==> src/hw/rtl/phm_index.sv <==
// Iterative mixed-radix index unit: folds the five 1-based pad coordinates
// into a flat store address, one radix step per cycle. No package use.
module phm_index #(
  parameter int unsigned NUM_PLATES = 5,
  parameter int unsigned NUM_STRIPS = 20,
  parameter int unsigned PADS_X     = 48,
  parameter int unsigned PADS_Z     = 2,
  parameter int unsigned ADDR_W     = 18
) (
  input  logic              clk,
  input  logic              rst_n,
  input  logic              start,
  input  logic [4:0]        sector,
  input  logic [2:0]        plate,
  input  logic [4:0]        strip,
  input  logic [5:0]        pad_x,
  input  logic [1:0]        pad_z,
  output logic              done,
  output logic [ADDR_W-1:0] index
);

  localparam logic [1:0] STEP_PLATE = 2'd0;
  localparam logic [1:0] STEP_STRIP = 2'd1;
  localparam logic [1:0] STEP_PADX  = 2'd2;
  localparam logic [1:0] STEP_PADZ  = 2'd3;
  localparam int unsigned PROD_W = ADDR_W + 6;

  logic              run_r, run_nxt;
  logic              done_r, done_nxt;
  logic [1:0]        step_r, step_nxt;
  logic [ADDR_W-1:0] acc_r, acc_nxt;
  logic [2:0]        plate_r;
  logic [4:0]        strip_r;
  logic [5:0]        pad_x_r;
  logic [1:0]        pad_z_r;
  logic [5:0]        radix_sel;
  logic [5:0]        digit_sel;
  logic [PROD_W-1:0] prod;

  always_comb begin
    case (step_r)
      STEP_PLATE: begin
        radix_sel = 6'(NUM_PLATES);
        digit_sel = 6'(plate_r);
      end
      STEP_STRIP: begin
        radix_sel = 6'(NUM_STRIPS);
        digit_sel = 6'(strip_r);
      end
      STEP_PADX: begin
        radix_sel = 6'(PADS_X);
        digit_sel = pad_x_r;
      end
      STEP_PADZ: begin
        radix_sel = 6'(PADS_Z);
        digit_sel = 6'(pad_z_r);
      end
      default: begin
        radix_sel = 6'd0;
        digit_sel = 6'd0;
      end
    endcase
    prod = PROD_W'(acc_r) * PROD_W'(radix_sel) + PROD_W'(digit_sel);
  end

  always_comb begin
    run_nxt  = run_r;
    done_nxt = 1'b0;
    step_nxt = step_r;
    acc_nxt  = acc_r;
    if (start) begin
      run_nxt  = 1'b1;
      step_nxt = STEP_PLATE;
      acc_nxt  = ADDR_W'(sector - 5'd1);
    end else if (run_r) begin
      acc_nxt  = ADDR_W'(prod);
      step_nxt = step_r + 2'd1;
      if (step_r == STEP_PADZ) begin
        run_nxt  = 1'b0;
        done_nxt = 1'b1;
      end
    end
  end

  always_ff @(posedge clk) begin
    if (!rst_n) begin
      run_r  <= 1'b0;
      done_r <= 1'b0;
      step_r <= STEP_PLATE;
    end else begin
      run_r  <= run_nxt;
      done_r <= done_nxt;
      step_r <= step_nxt;
    end
  end

  always_ff @(posedge clk) begin
    acc_r <= acc_nxt;
    if (start) begin
      plate_r <= plate - 3'd1;
      strip_r <= strip - 5'd1;
      pad_x_r <= pad_x - 6'd1;
      pad_z_r <= pad_z - 2'd1;
    end
  end

  assign done  = done_r;
  assign index = acc_r;

endmodule

==> config.mk <==
export PLATFORM = sky130hd
export DESIGN_NAME = phm_index
export DESIGN_NICKNAME = d
export VERILOG_FILES = /design/src/hw/rtl/phm_index.sv
export SDC_FILE = /design/constraint.sdc
export NUM_CORES = 1
export LEC_CHECK = 0
export ABC_CLOCK_PERIOD_IN_PS = 10200
export BUFFER_PORTS_ARGS = -buffer_cell sky130_fd_sc_hd__buf_2
export CAP_MARGIN = 20
export CORE_MARGIN = 2
export CORE_UTILIZATION = 47
export CTS_CLUSTER_DIAMETER = 200
export DETAILED_ROUTE_END_ITERATION = 12
export PLACE_DENSITY = 0.66
export SLEW_MARGIN = 20
export SYNTH_ARGS = -nofsm -noshare
export SYNTH_HDL_FRONTEND = slang
export SYNTH_SLANG_ARGS = --single-unit
==> constraint.sdc <==
create_clock -name clk -period 10.2 [get_ports clk]
set_input_delay 1.53 -clock clk [delete_from_list [all_inputs] [get_ports clk]]
set_output_delay 1.53 -clock clk [all_outputs]
set_load 0.02 [all_outputs]
==> results of run 1 <==
==> layout make-up <==
class | instances | area (um^2)
fill | 811 | 4100
sequential | 38 | 1100
clock buffer | 5 | 68.8
multi-input combinational | 324 | 3000
clock inverter | 3 | 16.3
tap | 108 | 135
timing repair buffer | 44 | 225
inverter | 43 | 161
==> power groups by stage <==
stage | clock network [mW] | logic, mW | registers (mW)
final | 0.105 | 0.987 | 0.290
after global routing | 0.113 | 1.14 | 0.297
after CTS | 0.107 | 0.995 | 0.288
after detailed placement | 0 | 0.988 | 0.290
after global placement | 0 | 0.971 | 0.291
after floorplan | 0 | 0.757 | 0.306
==> worst max path at each step <==
stage | from | end | slack (ns) | cells after the start
floorplan | step_r[0] | index[15] | 5.19 | 20
global placement | step_r[0] | index[15] | 4.60 | 19
detailed placement | step_r[0] | index[15] | 4.39 | 19
CTS | step_r[0] | index[15] | 4.40 | 19
global route | step_r[0] | index[15] | 4.40 | 19
finish | step_r[0] | index[15] | 4.76 | 19
==> registers in the layout (all words and copies together) (netlist names) <==
| signal | count |
|---|---|
| pad_z_r | 2 |
| index | 18 |
| pad_x_r | 6 |
| plate_r | 3 |
| done | 1 |
| strip_r | 5 |
| step_r | 2 |
| run_r | 1 |
==> metal layers <==
layer	vias to the layer above	track usage [%]	share of wire [%]	wire, um
met5	-	0	0	0
met4	0	4.32	0.96	84
met3	8	2.67	3.7	324
met2	59	30.9	46	4040
met1	1439	28.1	49	4300
li1	1466	-	-	-
==> synth_stat cells, drive strengths merged <==
master and instances:
and2 56, ha 56, inv 43, fa 42, edfxtp 34, o21ai 26, xnor2 23, nor2 19
a21oi 17, nand2 16, nor2b 16, xor2 14, clkbuf 13, nor3 6, dfxtp 4, mux2i 4
a22oi 3, o21a 3, o21bai 3, a21o 2, a222oi 2, a31oi 2, nor3b 2, o31ai 2
or2 2, a2111oi 1, a211oi 1, a221oi 1, mux2 1, nand2b 1, nand3 1, nand3b 1
nand4 1
==> kinds of logic after synthesis <==
group | after synthesis | share of synthesized area, %
and+or+nand+nor | 121 | 15.4
adders and majority gates | 98 | 35.8
AOI/OAI and AO/OA | 63 | 9.67
buffers and inverters | 56 | 4.88
DFF | 38 | 25.6
xor gates and xnor gates | 37 | 7.52
muxes | 5 | 1.19
==> worst reg2reg max path, cell delays in order (launching register included) <==
cell and delay, ns:
dfxtp_1 0.40, inv_1 0.08, ha_1 0.19, buf_4 0.22, nor2_2 0.59, nor2b_1 0.16, fa_1 0.51, ha_1 0.29
inv_1 0.05, fa_1 0.50, fa_1 0.55, inv_1 0.04, ha_1 0.32, o21ai_0 0.17, o21ai_2 0.12, a2111oi_4 0.44
o21ai_1 0.10, a21oi_1 0.19, xor2_1 0.17, o21ai_1 0.08
==> per-stage QoR <==
stage	setup WS (ns)	utilization [%]	power [mW]	area (um^2)	std cells
after floorplan	5.19	-	1.06	4310	418
after global placement	4.60	52.5	1.26	4620	557
after detailed placement	4.39	52.5	1.28	4620	557
after CTS	4.40	53.4	1.39	4710	565
after global routing	4.40	53.5	1.55	4710	565
final	4.76	53.5	1.38	4710	565
==> flow_summary.json, run 1 <==
{
  "dieWidth_um": 99.8,
  "track_usage_pct": 19.4,
  "grt_pass1_vias": 3140,
  "reg2reg_slack_ns": 4.76,
  "fin_crit_ns": 5.44,
  "p_comb_share_pct": 71.4,
  "rsz0062_at_grt": "no",
  "cts.sinks": 38,
  "yosys-top-cells-area": "edfxtp_1, fa_1, ha_1",
  "worst_pin_slew_ns": 0.789,
  "r2r_cells": 19,
  "io_pins": 43,
  "die-area_mm2": 0.00995,
  "r2r_start": "step_r[0]",
  "startpoint_type": "register",
  "cts_buffers": 5,
  "vdd_drop_max_uv": 120,
  "initialDrtViolationCount": 133,
  "synth.avg_cell_area_um2": 10.3,
  "tns_ns": 0,
  "num_antenna_cells": 0,
  "whs_ns": 0.511,
  "pwr-share-clk_pct": 7.6,
  "cp_slowest_cell": "nor2_2",
  "hold_depth": 2,
  "cts_root_buf": "clkbuf_8",
  "clock-skew-final_ns": 0.0148,
  "crit_type": "reg -> reg",
  "maxCapViolCount": 0,
  "r2r-end": "index[15]",
  "final_cell_mix": "and2_1, ha_1, inv_1",
  "syn2layout_area_growth_pct": 9.26,
  "core_area_mm2": 0.00881,
  "post_cts_buffers": 0,
  "hold_viol": 0,
  "critPathMaxStageDelay_ns": 0.59,
  "grt_start_max_net_pins": 43,
  "syn_area_mm2": 0.00431,
  "routabilityCongestion": 0.810,
  "status": "finished clean",
  "antenna_found_initial": 0,
  "ys.warnings.count": 0,
  "synth_top_cell_area_share_pct": 23.7,
  "finalCritPeriodShare_pct": 53.4,
  "worst-path-buf-inv": 4,
  "wl_per_cell_um": 15.5,
  "holdPathEnd": "done",
  "power_frac_seq_pct": 21.0,
  "path_delay_family": "adder cells",
  "hold_start": "run_r",
  "fp-row-count": 34,
  "intPower_mw": 0.713,
  "die_h_um": 99.8,
  "num_vias": 2972,
  "ys_ff_latch": 38,
  "cts.clk_slew.worst_paths_ns": 0.09,
  "hold_class": "reg -> reg",
  "grt_pass1_wl_um": 15200,
  "start_util_pct": 48.9,
  "worstPathArrival_ns": 5.47,
  "dp_hpwl_um": 6670,
  "clockBufferDepth": 2,
  "cp_cell_sequence": "inv_1 -> ha_1 -> buf_4 -> nor2_2 -> nor2b_1 -> fa_1 -> ha_1 -> inv_1 -> fa_1 -> fa_1 -> inv_1 -> ha_1 -> o21ai_0 -> o21ai_2 -> a2111oi_4 -> o21ai_1 -> a21oi_1 -> xor2_1 -> o21ai_1",
  "yosys.area.top_type": "edfxtp_1",
  "overflow": 0,
  "via_per_inst": 5.26,
  "cp.required_ns": 10.23,
  "synthCells": 418,
  "cts_max_level": 2,
  "final_antenna_net_count": 0,
  "leakage_nw": 2.23,
  "worst-path-max-fanout": 28,
  "holdBufCountCts": 0,
  "drt_pass1_iterations": 4,
  "synth_cell_types": 37,
  "drive_gt1_share_pct": 13.6,
  "p_per_area_mw_per_mm2": 294,
  "insertion_delay_ns": 0.30,
  "setup_violations": 0,
  "netSwitchingPower_mw": 0.669,
  "yosysSeqAreaShare_pct": 25.6,
  "cts_tree": "done",
  "final_max_slew_viol_count": 0,
  "synth_nets": 540,
  "drc": 0,
  "max_slew_margin_pct": 47.4,
  "end_kind": "register",
  "port_buffers": 42,
  "max_clock_freq_mhz": 184,
  "final_nets": 578,
  "routed_wl_um": 8750,
  "cts_resized": 0,
  "netSwitchingFraction_pct": 48.4
}
Power figures use the tool's default switching activity.
==> inputs of run 2 (changes only) <==
ABC_CLOCK_PERIOD_IN_PS = 4900   (was 10200)
PLACE_DENSITY = 0.68   (was 0.66)
clock period = 4.9 ns   (was 10.2 ns; I/O delays follow)
==> flow_summary.json, run 2 (synthesis gave the netlist of run 1 again) <==
{
  "max_slew_margin_pct": 46.4,
  "die_h_um": 99.8,
  "worst-path-max-fanout": 11,
  "fin_area_mm2": 0.00483,
  "largest_register_ffs": 18,
  "routabilityCongestion": 0.911,
  "wl_per_cell_um": 16.4,
  "p_comb_share_pct": 73.6,
  "cts.clk_slew.worst_paths_ns": 0.08,
  "grt_pass1_vias": 3220,
  "fin_crit_ns": 4.70,
  "antenna_found_initial": 0,
  "netSwitchingPower_mw": 1.49,
  "dieWidth_um": 99.8,
  "final_nets": 587,
  "netSwitchingFraction_pct": 48.5,
  "num_antenna_cells": 0,
  "p_per_area_mw_per_mm2": 637,
  "worst_pin_slew_ns": 0.804,
  "worstPathArrival_ns": 4.72,
  "track_usage_pct": 20.4,
  "cts_tree": "done",
  "start_util_pct": 48.9,
  "drive_gt1_share_pct": 17.4,
  "final_max_slew_viol_count": 0,
  "finalCritPeriodShare_pct": 96.0,
  "cts.sinks": 38,
  "overflow": 0,
  "status": "finished clean",
  "layout_setup_ws_ns": 0.198,
  "fp-row-count": 34,
  "initialDrtViolationCount": 167,
  "fillers": 785,
  "power_frac_seq_pct": 19.4,
  "drc": 0,
  "cp.required_ns": 4.92,
  "clock-skew-final_ns": 0.00568,
  "maxCapViolCount": 0,
  "layout_commonest_cell": "and2_1",
  "leakage_nw": 2.28,
  "hold_class": "reg -> reg",
  "whs_ns": 0.540,
  "grt_pass1_wl_um": 16000,
  "die-area_mm2": 0.00995,
  "tns_ns": 0,
  "via_per_inst": 5.29,
  "setup_violations": 0,
  "intPower_mw": 1.58,
  "dp_hpwl_um": 7560,
  "cts_max_level": 2,
  "syn2layout_area_growth_pct": 12.1,
  "drt_pass1_iterations": 4,
  "end_kind": "register",
  "cts_buffers": 5,
  "hold_viol": 0,
  "num_vias": 3035,
  "cts_root_buf": "clkbuf_8",
  "max_clock_freq_mhz": 213,
  "fin_util_pct": 54.8,
  "postPlaceCellArea_mm2": 0.00468,
  "io_pins": 43,
  "pwr-share-clk_pct": 7.0,
  "crit_type": "reg -> reg",
  "core_area_mm2": 0.00881,
  "clockBufferDepth": 2,
  "vdd_drop_max_uv": 328,
  "final_cell_mix": "and2_1, ha_1, inv_1",
  "holdBufCountCts": 0,
  "startpoint_type": "register",
  "dpl_worst_slack_ns": 0.0457,
  "final_antenna_net_count": 0,
  "insertion_delay_ns": 0.30,
  "routed_wl_um": 9430,
  "port_buffers": 42,
  "grt_start_max_net_pins": 43
}
[run 2: changes by cell type in the layout (fill, tap and decap cells not counted), moves of 2 or more]
cell | previous run | this run
buf_4 | 2 | 10
dfxtp_1 | 4 | 2
ha_2 | 0 | 2
ha_1 | 56 | 52
dfxtp_2 | 0 | 2
ha_4 | 0 | 2
nor2_1 | 18 | 16
[run 2: layout make-up]
cell class / instances / area [um^2] / area share [%]
Multi-Input combinational cell: 324 / 3050 / 63.1
Tap cell: 108 / 135 / 2.80
Inverter: 43 / 161 / 3.34
Clock inverter: 3 / 16.3 / 0.337
Sequential cell: 38 / 1100 / 22.8
Timing Repair Buffer: 53 / 297 / 6.14
Clock buffer: 5 / 68.8 / 1.42
[run 2: layer usage]
layer | wire length (um) | track usage [%] | part of all wire [%]
met2 | 4450 | 33.6 | 47
met1 | 4620 | 29.5 | 49
met4 | 112 | 4.43 | 1.2
met5 | 0 | 0 | 0
met3 | 251 | 1.97 | 2.7
[run 2: metrics by stage]
| stage | power [mW] | std cells |
|---|---|---|
| after floorplan | 2.21 | 418 |
| after global placement | 2.66 | 564 |
| after detailed placement | 2.72 | 564 |
| after CTS | 2.95 | 572 |
| after global routing | 3.38 | 574 |
| final | 3.08 | 574 |
[run 2: power groups by stage]
| stage | clock (mW) | combinational [mW] | sequential [mW] |
|---|---|---|---|
| 2_1_floorplan | 0 | 1.58 | 0.637 |
| 6_report | 0.215 | 2.26 | 0.598 |
| 3_5_place_dp | 0 | 2.12 | 0.605 |
| 5_1_grt | 0.231 | 2.54 | 0.612 |
| 4_1_cts | 0.218 | 2.14 | 0.598 |
| 3_3_place_gp | 0 | 2.06 | 0.606 |
[run 2: final timing paths]
check | slack (ns) | start | cells past startpoint | endpoint
worst min register to register | 0.54 | run_r | 2 | done
worst min-delay path | 0.54 | run_r | 2 | done
worst max-delay path | 0.20 | step_r[0] | 17 | index[15]
worst max register to register | 0.20 | step_r[0] | 17 | index[15]
[run 2: critical path, stage by stage (launching register included)]
cell	delay [ns]
dfxtp_2	0.37
inv_1	0.07
ha_1	0.25
nor2_4	0.17
buf_6	0.17
nor2b_1	0.08
fa_1	0.56
fa_1	0.45
fa_1	0.51
ha_1	0.31
ha_1	0.32
nand4_1	0.16
nor2_2	0.07
a2111oi_4	0.41
o21ai_1	0.10
a21oi_1	0.18
xor2_1	0.16
o21ai_1	0.07
[run 2: timing repair]
| item | CTS | global route |
|---|---|---|
| endpoints found under the setup margin | 0 | 6 |
| gates resized for setup | 0 | 13 |
| setup buffers | 0 | 2 |
