$ cat src/hw/rtl/phm_pkg.sv
// Shared definitions for the pad hit map table: default geometry, function
// codes, pad status codes and payload widths.
// No dependencies.
package phm_pkg;

  localparam int unsigned NUM_SECTORS_DEF = 18;
  localparam int unsigned NUM_PLATES_DEF  = 5;
  localparam int unsigned NUM_STRIPS_DEF  = 20;
  localparam int unsigned PADS_X_DEF      = 48;
  localparam int unsigned PADS_Z_DEF      = 2;

  localparam int unsigned ENTRY_W = 16;
  localparam int unsigned RIDX_W  = 17;

  localparam logic [1:0] FUNC_WRITE = 2'd0;
  localparam logic [1:0] FUNC_READ  = 2'd1;
  localparam logic [1:0] FUNC_CLEAR = 2'd2;

  localparam logic [1:0] STATUS_EMPTY  = 2'd0;
  localparam logic [1:0] STATUS_USED   = 2'd1;
  localparam logic [1:0] STATUS_UNUSED = 2'd2;

  localparam logic signed [RIDX_W-1:0] READ_INDEX_NONE = -17'sd1;

endpackage

$ cat src/hw/rtl/phm_store.sv
// Single-port synchronous store for the pad hit map, one entry per pad.
// Read data is registered; depends on phm_pkg for the entry width.
module phm_store #(
  parameter int unsigned DEPTH  = 2,
  parameter int unsigned ADDR_W = 1
) (
  input  logic                             clk,
  input  logic                             we,
  input  logic [ADDR_W-1:0]                addr,
  input  logic [phm_pkg::ENTRY_W-1:0]      wdata,
  output logic [phm_pkg::ENTRY_W-1:0]      rdata
);

  logic [phm_pkg::ENTRY_W-1:0] mem [DEPTH];
  logic [phm_pkg::ENTRY_W-1:0] rdata_r;

  always_ff @(posedge clk) begin
    if (we) begin
      mem[addr] <= wdata;
    end
    rdata_r <= mem[addr];
  end

  assign rdata = rdata_r;

endmodule

$ cat config.mk
export PLATFORM = sky130hd
export DESIGN_NAME = phm_store
export DESIGN_NICKNAME = d
export VERILOG_FILES = /design/src/hw/rtl/phm_pkg.sv /design/src/hw/rtl/phm_store.sv
export SDC_FILE = /design/constraint.sdc
export NUM_CORES = 1
export LEC_CHECK = 0
export ABC_AREA = 1
export BUFFER_PORTS_ARGS = -buffer_cell sky130_fd_sc_hd__buf_2
export CORE_AREA = 2 2 62 64
export CTS_CLUSTER_DIAMETER = 120
export DETAILED_ROUTE_END_ITERATION = 10
export DIE_AREA = 0 0 64 66
export GPL_ROUTABILITY_DRIVEN = 0
export PLACE_DENSITY = 0.67
export SLEW_MARGIN = 15
export SYNTH_ARGS = -nofsm -noshare
export SYNTH_HDL_FRONTEND = slang
export SYNTH_SLANG_ARGS = --single-unit
$ cat constraint.sdc
create_clock -name clk -period 4.3 [get_ports clk]
set_input_delay 0.645 -clock clk [delete_from_list [all_inputs] [get_ports clk]]
set_output_delay 0.645 -clock clk [all_outputs]
set_load 0.03 [all_outputs]
==> flow_summary.json, run 1 <==
{
  "status": "finished, final reports clean",
  "postRouteWirelength_um": 2180,
  "max_freq_mhz": 636,
  "finalSetupViolCount": 0,
  "ctsResizeCount": 0,
  "nFillCells": 326,
  "synth_top_area_cell": "edfxtp_1",
  "die_height_um": 66,
  "hold_viol_final": 0,
  "fin_ws_ns": 2.73,
  "clk_pin_slew_ns": 0.13,
  "drive_gt1_share_pct": 34.3,
  "crit_slowest_cell": "nor2_2",
  "root_buffer": "clkbuf_4",
  "portBuffers": 34,
  "nNetsFinal": 161,
  "synth_top_area_share_pct": 62.4,
  "numClockSinks": 48,
  "drt-initial-drc-count": 48,
  "grt_usage_pct": 12.0,
  "die_area_um2": 4220,
  "hold_buffers": 0,
  "ir_drop_uv": 141,
  "post-cts-setup-buffers": 0,
  "crit_cells": 2,
  "power_uw": 830,
  "die_w_um": 64,
  "avgRoutedWirePerCell_um": 11.4,
  "antenna_found_initial": 0,
  "fin_skew_ns": 0.00957,
  "htreeDepth": 2,
  "cp-end-kind": "flip-flop",
  "syn_nets": 123,
  "ios": 35,
  "slew_headroom_pct": 45.9,
  "syn_avg_cell_area_um2": 14.8,
  "cp_slowest_stage_delay_ns": 0.69,
  "synthCells": 104,
  "cts_buffer_depth": 2,
  "synthSimpleGateAreaFrac_pct": 13.0,
  "first_pass_iters": 4,
  "crit_required_ns": 4.30,
  "grt_first_pass_wirelength_um": 3590,
  "ys_types": 9,
  "grt_setup_unrepaired": "false",
  "core_um2": 3550,
  "cpLargestDelayFamily": "simple AND/OR/NAND/NOR gates",
  "tns_ns": 0,
  "r2r-end": "rdata[1]",
  "rows": 22,
  "via_per_inst": 4.34,
  "initial_core_util_pct": 43.4,
  "syn_to_final_growth_pct": 16.7,
  "rr_worst_depth": 2,
  "insertion_delay_ns": 0.36,
  "synth_xor_area_share_pct": 0,
  "hold_path.class": "reg2reg",
  "drc": 0,
  "synth_compound_area_share_pct": 0,
  "cts_tree": "yes",
  "crit_arrival_ns": 1.57,
  "min_to": "rdata[9]",
  "crit_type": "in2reg",
  "worst_slew_pin_slew_ns": 0.811,
  "final_cells": 191,
  "grt_pass1_vias": 877,
  "whs_path_depth": 2,
  "r2r_start": "mem[0][1]",
  "powerDensity_nw_per_um2": 462,
  "p_leak_uw": 0.000767,
  "drv_cap": 0,
  "place_ws_ns": 2.32,
  "drv_slew": 0,
  "worstHoldStart": "mem[0][9]",
  "ys_warn_count": 0,
  "cts_inserted_buffers": 5,
  "period_share_pct": 36.6,
  "cp_num_buf_inv": 1,
  "postRouteAntennaNets": 0,
  "dp_cells": 183,
  "crit_fanout": 19,
  "synth_area_leaders": "edfxtp_1 62%, dfxtp_1 21%, nand2_1 11%",
  "synth_mux_area_share_pct": 0,
  "final-seq-area_um2": 1280,
  "synth_fa_ha_area_share_pct": 0,
  "reg2reg_slack_ns": 3.67,
  "syn_area_um2": 1540,
  "crit_chain": "buf_2 > nor2_2",
  "num_vias": 828,
  "overflow": 0,
  "synth_top_family_by_area": "simple AND/OR/NAND/NOR gates",
  "synth_seq_area_share_pct": 83.2,
  "grt_max_degree": 20,
  "post-route-min-period_ns": 1.57,
  "synth-seq-cells": 48,
  "diodes": 0,
  "multiInputGateArea_um2": 203,
  "start_kind": "input pin"
}
layout make-up:
class                   count  share of cell area [%]
well taps                  48                    3.34
inverters                   3                   0.905
flip-flops and latches     48                    71.3
multi-input cells          50                    11.3
repair buffers             34                    9.47
clock buffers               6                    2.86
clock inverters             2                   0.836
how the worst max path moves through the flow:
stage / from / endpoint / slack [ns]
final: addr / mem[0][7] / 2.73
after global routing: addr / mem[0][9] / 2.66
after CTS: addr / mem[0][11] / 2.72
after detailed placement: addr / mem[0][1] / 2.32
after global placement: addr / mem[0][14] / 1.97
after floorplan: addr / mem[0][0] / 2.30
Yosys cell counts (all sizes together):
cell type	number
buf	3
dfxtp	16
edfxtp	32
inv	3
nand2	49
nor2	1
through the flow:
step / cell area [um2] / util (%) / hold WS (ns)
3_3_place_gp: 1730 / 48.7 / 0.419
6_report: 1800 / 50.6 / 0.451
4_1_cts: 1800 / 50.6 / 0.447
2_1_floorplan: 1540 / - / 0.412
5_1_grt: 1800 / 50.6 / 0.433
3_5_place_dp: 1730 / 48.7 / 0.423
layer usage:
layer  track usage, %  part of all wire [%]  vias to the layer above
li1                 -                     -                      419
met1             9.85                    37                      386
met2             22.9                    57                       19
met3             3.41                   4.9                        4
met4             10.6                   1.6                        0
met5                0                     0                        -
logic make-up after synthesis:
group,count (synthesis)
flip-flops,48
AND/OR/NAND/NOR,50
buffers and inverters,6
state kept, by name, summed over array words and instances, names as in the netlist:
register,count
mem,32
rdata,16
cells in the final DEF, fill, tap and decap left out, drive strengths merged:
master / n
dfxtp: 16
nor2: 1
clkinvlp: 2
buf: 34
inv: 3
edfxtp: 32
nand2: 49
clkbuf: 6
power by group:
part / internal [uW] / switching [uW] / leakage, uW
Clock: 79.5 / 139 / 0.0000305
Combinational: 21.7 / 54.4 / 0.000301
Sequential: 528 / 7.73 / 0.000435
Total: 629 / 201 / 0.000767
No activity file was read; power rests on OpenSTA's default activity.
==> run 2: changes to the inputs <==
clock period = 1.51 ns   (was 4.3 ns; I/O delays follow)
==> run 2 against run 1 <==
Net effect: cell area is 0.70% higher; clock skew is 0.0025 ns lower; routed wire length is 2.4% lower; via count is 0.12% lower; global-route usage is 0.33 points lower; highest routed layer unchanged; hold slack worse by 0.40 ns; clock-buffer cell count is 1 higher; sequential cell count stayed put; setup slack worse by 2.3 ns; power grew to 2.7 times the previous value.
==> flow_summary.json, run 2 (synthesized netlist as in run 1, its figures left out) <==
{
  "status": "finished, final reports clean",
  "grt_setup_unrepaired": "false",
  "postLayoutCellArea_um2": 1810,
  "crit_fanout": 1,
  "nFillCells": 309,
  "ios": 35,
  "postRouteAntennaNets": 0,
  "start_kind": "flip-flop",
  "final_cells": 195,
  "htreeDepth": 2,
  "cp_num_buf_inv": 1,
  "nNetsFinal": 165,
  "period_share_pct": 73.1,
  "mostFrequentLayoutCells": "44 x nand2_1, 34 x buf_2, 32 x edfxtp_1",
  "slew_headroom_pct": 85.9,
  "top_layer_used": "met4",
  "insertion_delay_ns": 0.35,
  "first_pass_iters": 4,
  "overflow": 0,
  "drv_slew": 0,
  "r2r-end": "rdata[8]",
  "powerDensity_nw_per_um2": 1260,
  "crit_cells": 1,
  "clk_pin_slew_ns": 0.12,
  "grt_first_pass_wirelength_um": 3500,
  "fin_skew_ns": 0.00703,
  "ctsResizeCount": 0,
  "num_vias": 827,
  "crit_slowest_cell": "dfxtp_1",
  "crit_chain": "buf_2",
  "max_freq_mhz": 906,
  "crit_arrival_ns": 0.88,
  "worstSetupEndpoint": "rdata[8]",
  "initial_core_util_pct": 43.4,
  "dp_cells": 187,
  "drive_gt1_share_pct": 34.0,
  "cp-end-kind": "output pin",
  "tns_ns": 0,
  "via_per_inst": 4.24,
  "wl_met2_um": 1160,
  "hold_viol_final": 0,
  "post-route-min-period_ns": 1.10,
  "cpLargestDelayFamily": "flip-flops",
  "grt_max_degree": 17,
  "post-cts-setup-buffers": 0,
  "portBuffers": 34,
  "top_register": "mem",
  "antenna_found_initial": 0,
  "postRouteWirelength_um": 2130,
  "dpl-instance-area_um2": 1760,
  "syn_to_final_growth_pct": 17.5,
  "crit_required_ns": 1.28,
  "diodes": 0,
  "final_common_cell": "nand2_1",
  "hold_path.class": "in2reg",
  "largest_register_ffs": 32,
  "worst_slew_pin_slew_ns": 0.211,
  "crit_type": "reg2out",
  "grt_pass1_vias": 801,
  "finalSetupViolCount": 0,
  "r2r_start": "mem[1][8]",
  "wl_met3_um": 97,
  "drc": 0,
  "die_height_um": 66,
  "cts_tree": "yes",
  "die_area_um2": 4220,
  "avgRoutedWirePerCell_um": 10.9,
  "drv_cap": 0,
  "drt-initial-drc-count": 30,
  "p_leak_uw": 0.000784,
  "root_buffer": "clkbuf_4",
  "numClockSinks": 48,
  "cts_inserted_buffers": 5,
  "ir_drop_uv": 595,
  "met1Wirelength_um": 808,
  "rows": 22,
  "core_um2": 3550,
  "hold_buffers": 0,
  "rr_worst_depth": 2,
  "cts_buffer_depth": 2,
  "reg2reg_slack_ns": 0.90,
  "grt_usage_pct": 11.7,
  "die_w_um": 64,
  "crit_start": "rdata[8]",
  "cp_slowest_stage_delay_ns": 0.34
}
==> run 2: report_power, final <==
part	total, uW	internal, uW	switching (uW)
logic	223	68.8	154
registers	1530	1500	23.2
clock network	532	179	352
total	2280	1750	530
==> run 2: per-stage QoR <==
stage	power (uW)	hold WS, ns	utilization [%]	setup slack, ns
6_report	2280	0.0556	51.0	0.407
5_1_grt	2400	0.0200	51.0	0.344
4_1_cts	2310	0.0426	51.0	0.391
3_5_place_dp	1780	0.417	49.6	0.444
3_3_place_gp	1780	0.418	49.6	0.455
2_1_floorplan	1700	0.325	-	0.185
==> run 2: worst min-delay path by stage <==
| stage | to | start | slack (ns) | cells after the start |
|---|---|---|---|---|
| after floorplan | mem[0][0] | wdata[0] | 0.33 | 0 |
| after global placement | mem[1][13] | wdata[13] | 0.42 | 1 |
| after detailed placement | mem[0][0] | wdata[0] | 0.42 | 1 |
| after CTS | mem[1][6] | wdata[6] | 0.04 | 1 |
| after global routing | mem[1][7] | wdata[7] | 0.02 | 1 |
| final | mem[1][11] | wdata[11] | 0.06 | 1 |
==> run 2: routing by layer <==
metal	vias to the layer above	GRT usage, %
met5	-	0
met4	0	8.15
met3	6	4.60
met2	20	19.7
met1	375	11.9
li1	426	-
==> run 2: cell type report <==
type                       instances  area (um2)  share of cell area [%]
sequential                        48        1280                    70.8
multi-input combinational         50         203                    11.2
timing repair buffer              38         200                    11.1
tap                               48        60.1                    3.32
clock buffer                       7        45.0                    2.49
inverter                           3        16.3                   0.899
clock inverter                     1        3.75                   0.207
==> run 3: changes to the inputs <==
PLACE_DENSITY = 0.69   (was 0.67)
clock period = 1 ns   (was 1.51 ns; I/O delays follow)
==> run 3 against run 2 <==
Net effect: routed wire length is 19% higher; sequential cell count stayed put; combinational power is 110% higher; non-clock buffer count is 18 higher; hold slack better by 0.16 ns; clock-buffer cell count stayed put; final cell count is 9.2% higher; sequential power is 52% higher; critical endpoint unchanged; clock power is 130% higher; global-route usage is 2.4 points higher; critical path depth stayed put; largest cell class unchanged; via count is 11% higher.
==> flow_summary.json, run 3 (synthesized netlist as in run 1, its figures left out) <==
{
  "diodes": 0,
  "antenna_found_initial": 0,
  "insertion_delay_ns": 0.37,
  "powerDensity_nw_per_um2": 1870,
  "place_hpwl_um": 1610,
  "cp_slowest_stage_delay_ns": 0.35,
  "postRouteAntennaNets": 0,
  "cts_tree": "yes",
  "htreeDepth": 2,
  "worst_slew_pin_slew_ns": 0.146,
  "max_freq_mhz": 1010,
  "die_area_um2": 4220,
  "grt_setup_unrepaired": "true",
  "fin_skew_ns": 0.0128,
  "first_pass_iters": 4,
  "dp_cells": 189,
  "power.share.switching_pct": 21.7,
  "postLayoutCellArea_um2": 2160,
  "crit_arrival_ns": 0.84,
  "nFillCells": 256,
  "ir_drop_uv": 1140,
  "cts_buffer_depth": 2,
  "cp_num_buf_inv": 1,
  "period_share_pct": 98.9,
  "crit_chain": "buf_6",
  "post-cts-setup-buffers": 0,
  "portBuffers": 34,
  "cts_inserted_buffers": 5,
  "crit_slowest_cell": "dfxtp_2",
  "drc": 0,
  "grt_max_degree": 17,
  "combPwrFrac_pct": 11.7,
  "numClockSinks": 48,
  "initial_core_util_pct": 43.4,
  "crit_required_ns": 0.85,
  "post-route-min-period_ns": 0.989,
  "slew_headroom_pct": 90.3,
  "rows": 22,
  "grt_usage_pct": 14.1,
  "drv_cap": 0,
  "crit_type": "reg2out",
  "syn_to_final_growth_pct": 40.4,
  "postRouteWirelength_um": 2530,
  "ios": 35,
  "p_seq_share_pct": 57.7,
  "cp-end-kind": "output pin",
  "grt_pass1_vias": 933,
  "fin_ws_ns": 0.0110,
  "avgRoutedWirePerCell_um": 11.9,
  "die_w_um": 64,
  "p_switching_uw": 876,
  "largest_register_ffs": 32,
  "internal_power_uw": 3160,
  "root_buffer": "clkbuf_4",
  "drt-initial-drc-count": 37,
  "drv_slew": 0,
  "drive_gt1_share_pct": 44.2,
  "status": "finished, final reports clean",
  "place_ws_ns": 0.0751,
  "die_height_um": 66,
  "p_leak_uw": 0.000910,
  "final_common_cell": "nand2_1",
  "grt_first_pass_wirelength_um": 4200,
  "num_vias": 922,
  "clockPowerShare_pct": 30.6,
  "hold_path.class": "in2reg",
  "cpLargestDelayFamily": "flip-flops",
  "fin_util_pct": 60.9,
  "start_kind": "flip-flop",
  "nNetsFinal": 183,
  "top_register": "mem",
  "overflow": 0,
  "dpl-instance-area_um2": 1790,
  "final_cells": 213,
  "hold_viol_final": 0,
  "mostFrequentLayoutCells": "43 x nand2_1, 32 x edfxtp_1, 18 x buf_2",
  "clk_pin_slew_ns": 0.12,
  "tns_ns": 0,
  "finalSetupViolCount": 0,
  "via_per_inst": 4.33,
  "crit_fanout": 1,
  "core_um2": 3550
}
-- run 3: layout make-up --
type | instances | area (um2) | area share [%]
flip-flops and latches | 48 | 1300 | 60.2
repair buffers | 56 | 475 | 22.0
multi-input cells | 50 | 210 | 9.72
clock buffers | 7 | 65.1 | 3.01
well taps | 48 | 60.1 | 2.78
clock inverters | 1 | 30.0 | 1.39
inverters | 3 | 20.0 | 0.926
-- run 3: through the flow --
| stage | hold WS [ns] | total power, uW |
|---|---|---|
| 2_1_floorplan | 0.249 | 2580 |
| 3_3_place_gp | 0.343 | 2700 |
| 3_5_place_dp | 0.341 | 2710 |
| 4_1_cts | 0.209 | 4040 |
| 5_1_grt | 0.210 | 4220 |
| 6_report | 0.216 | 4040 |
-- run 3: timing repair --
item	CTS	global route
hold endpoints to repair	32	0
gates resized for setup	32	16
hold buffers	16	0
setup endpoints to repair	16	16
gates cloned	0	0
pin swaps	0	0
-- run 3: final timing paths --
path / slack [ns] / cells after the start / to / startpoint
worst max-delay path: 0.01 / 1 / rdata[8] / rdata[8]
worst min register to register: 0.45 / 2 / rdata[0] / mem[0][0]
worst min-delay path: 0.22 / 4 / rdata[2] / addr
worst max register to register: 0.38 / 2 / rdata[4] / mem[0][4]
-- run 3: tightest hold or removal path, cell delays in order --
cell     delay [ns]
buf_2          0.14
buf_4          0.16
nand2_1        0.05
nand2_1        0.04
-- run 3: per-layer routing --
layer	vias up	wire [um]	track usage, %
met5	-	0	0
met4	0	87	9.24
met3	7	128	4.77
met2	25	1440	24.5
met1	430	871	14.3
li1	460	-	-
-- run 3: power groups by stage --
stage	clock network, uW	logic, uW	registers [uW]
CTS	1260	465	2320
finish	1240	471	2330
floorplan	0	117	2470
global placement	0	354	2340
global route	1370	507	2350
detailed placement	0	358	2350
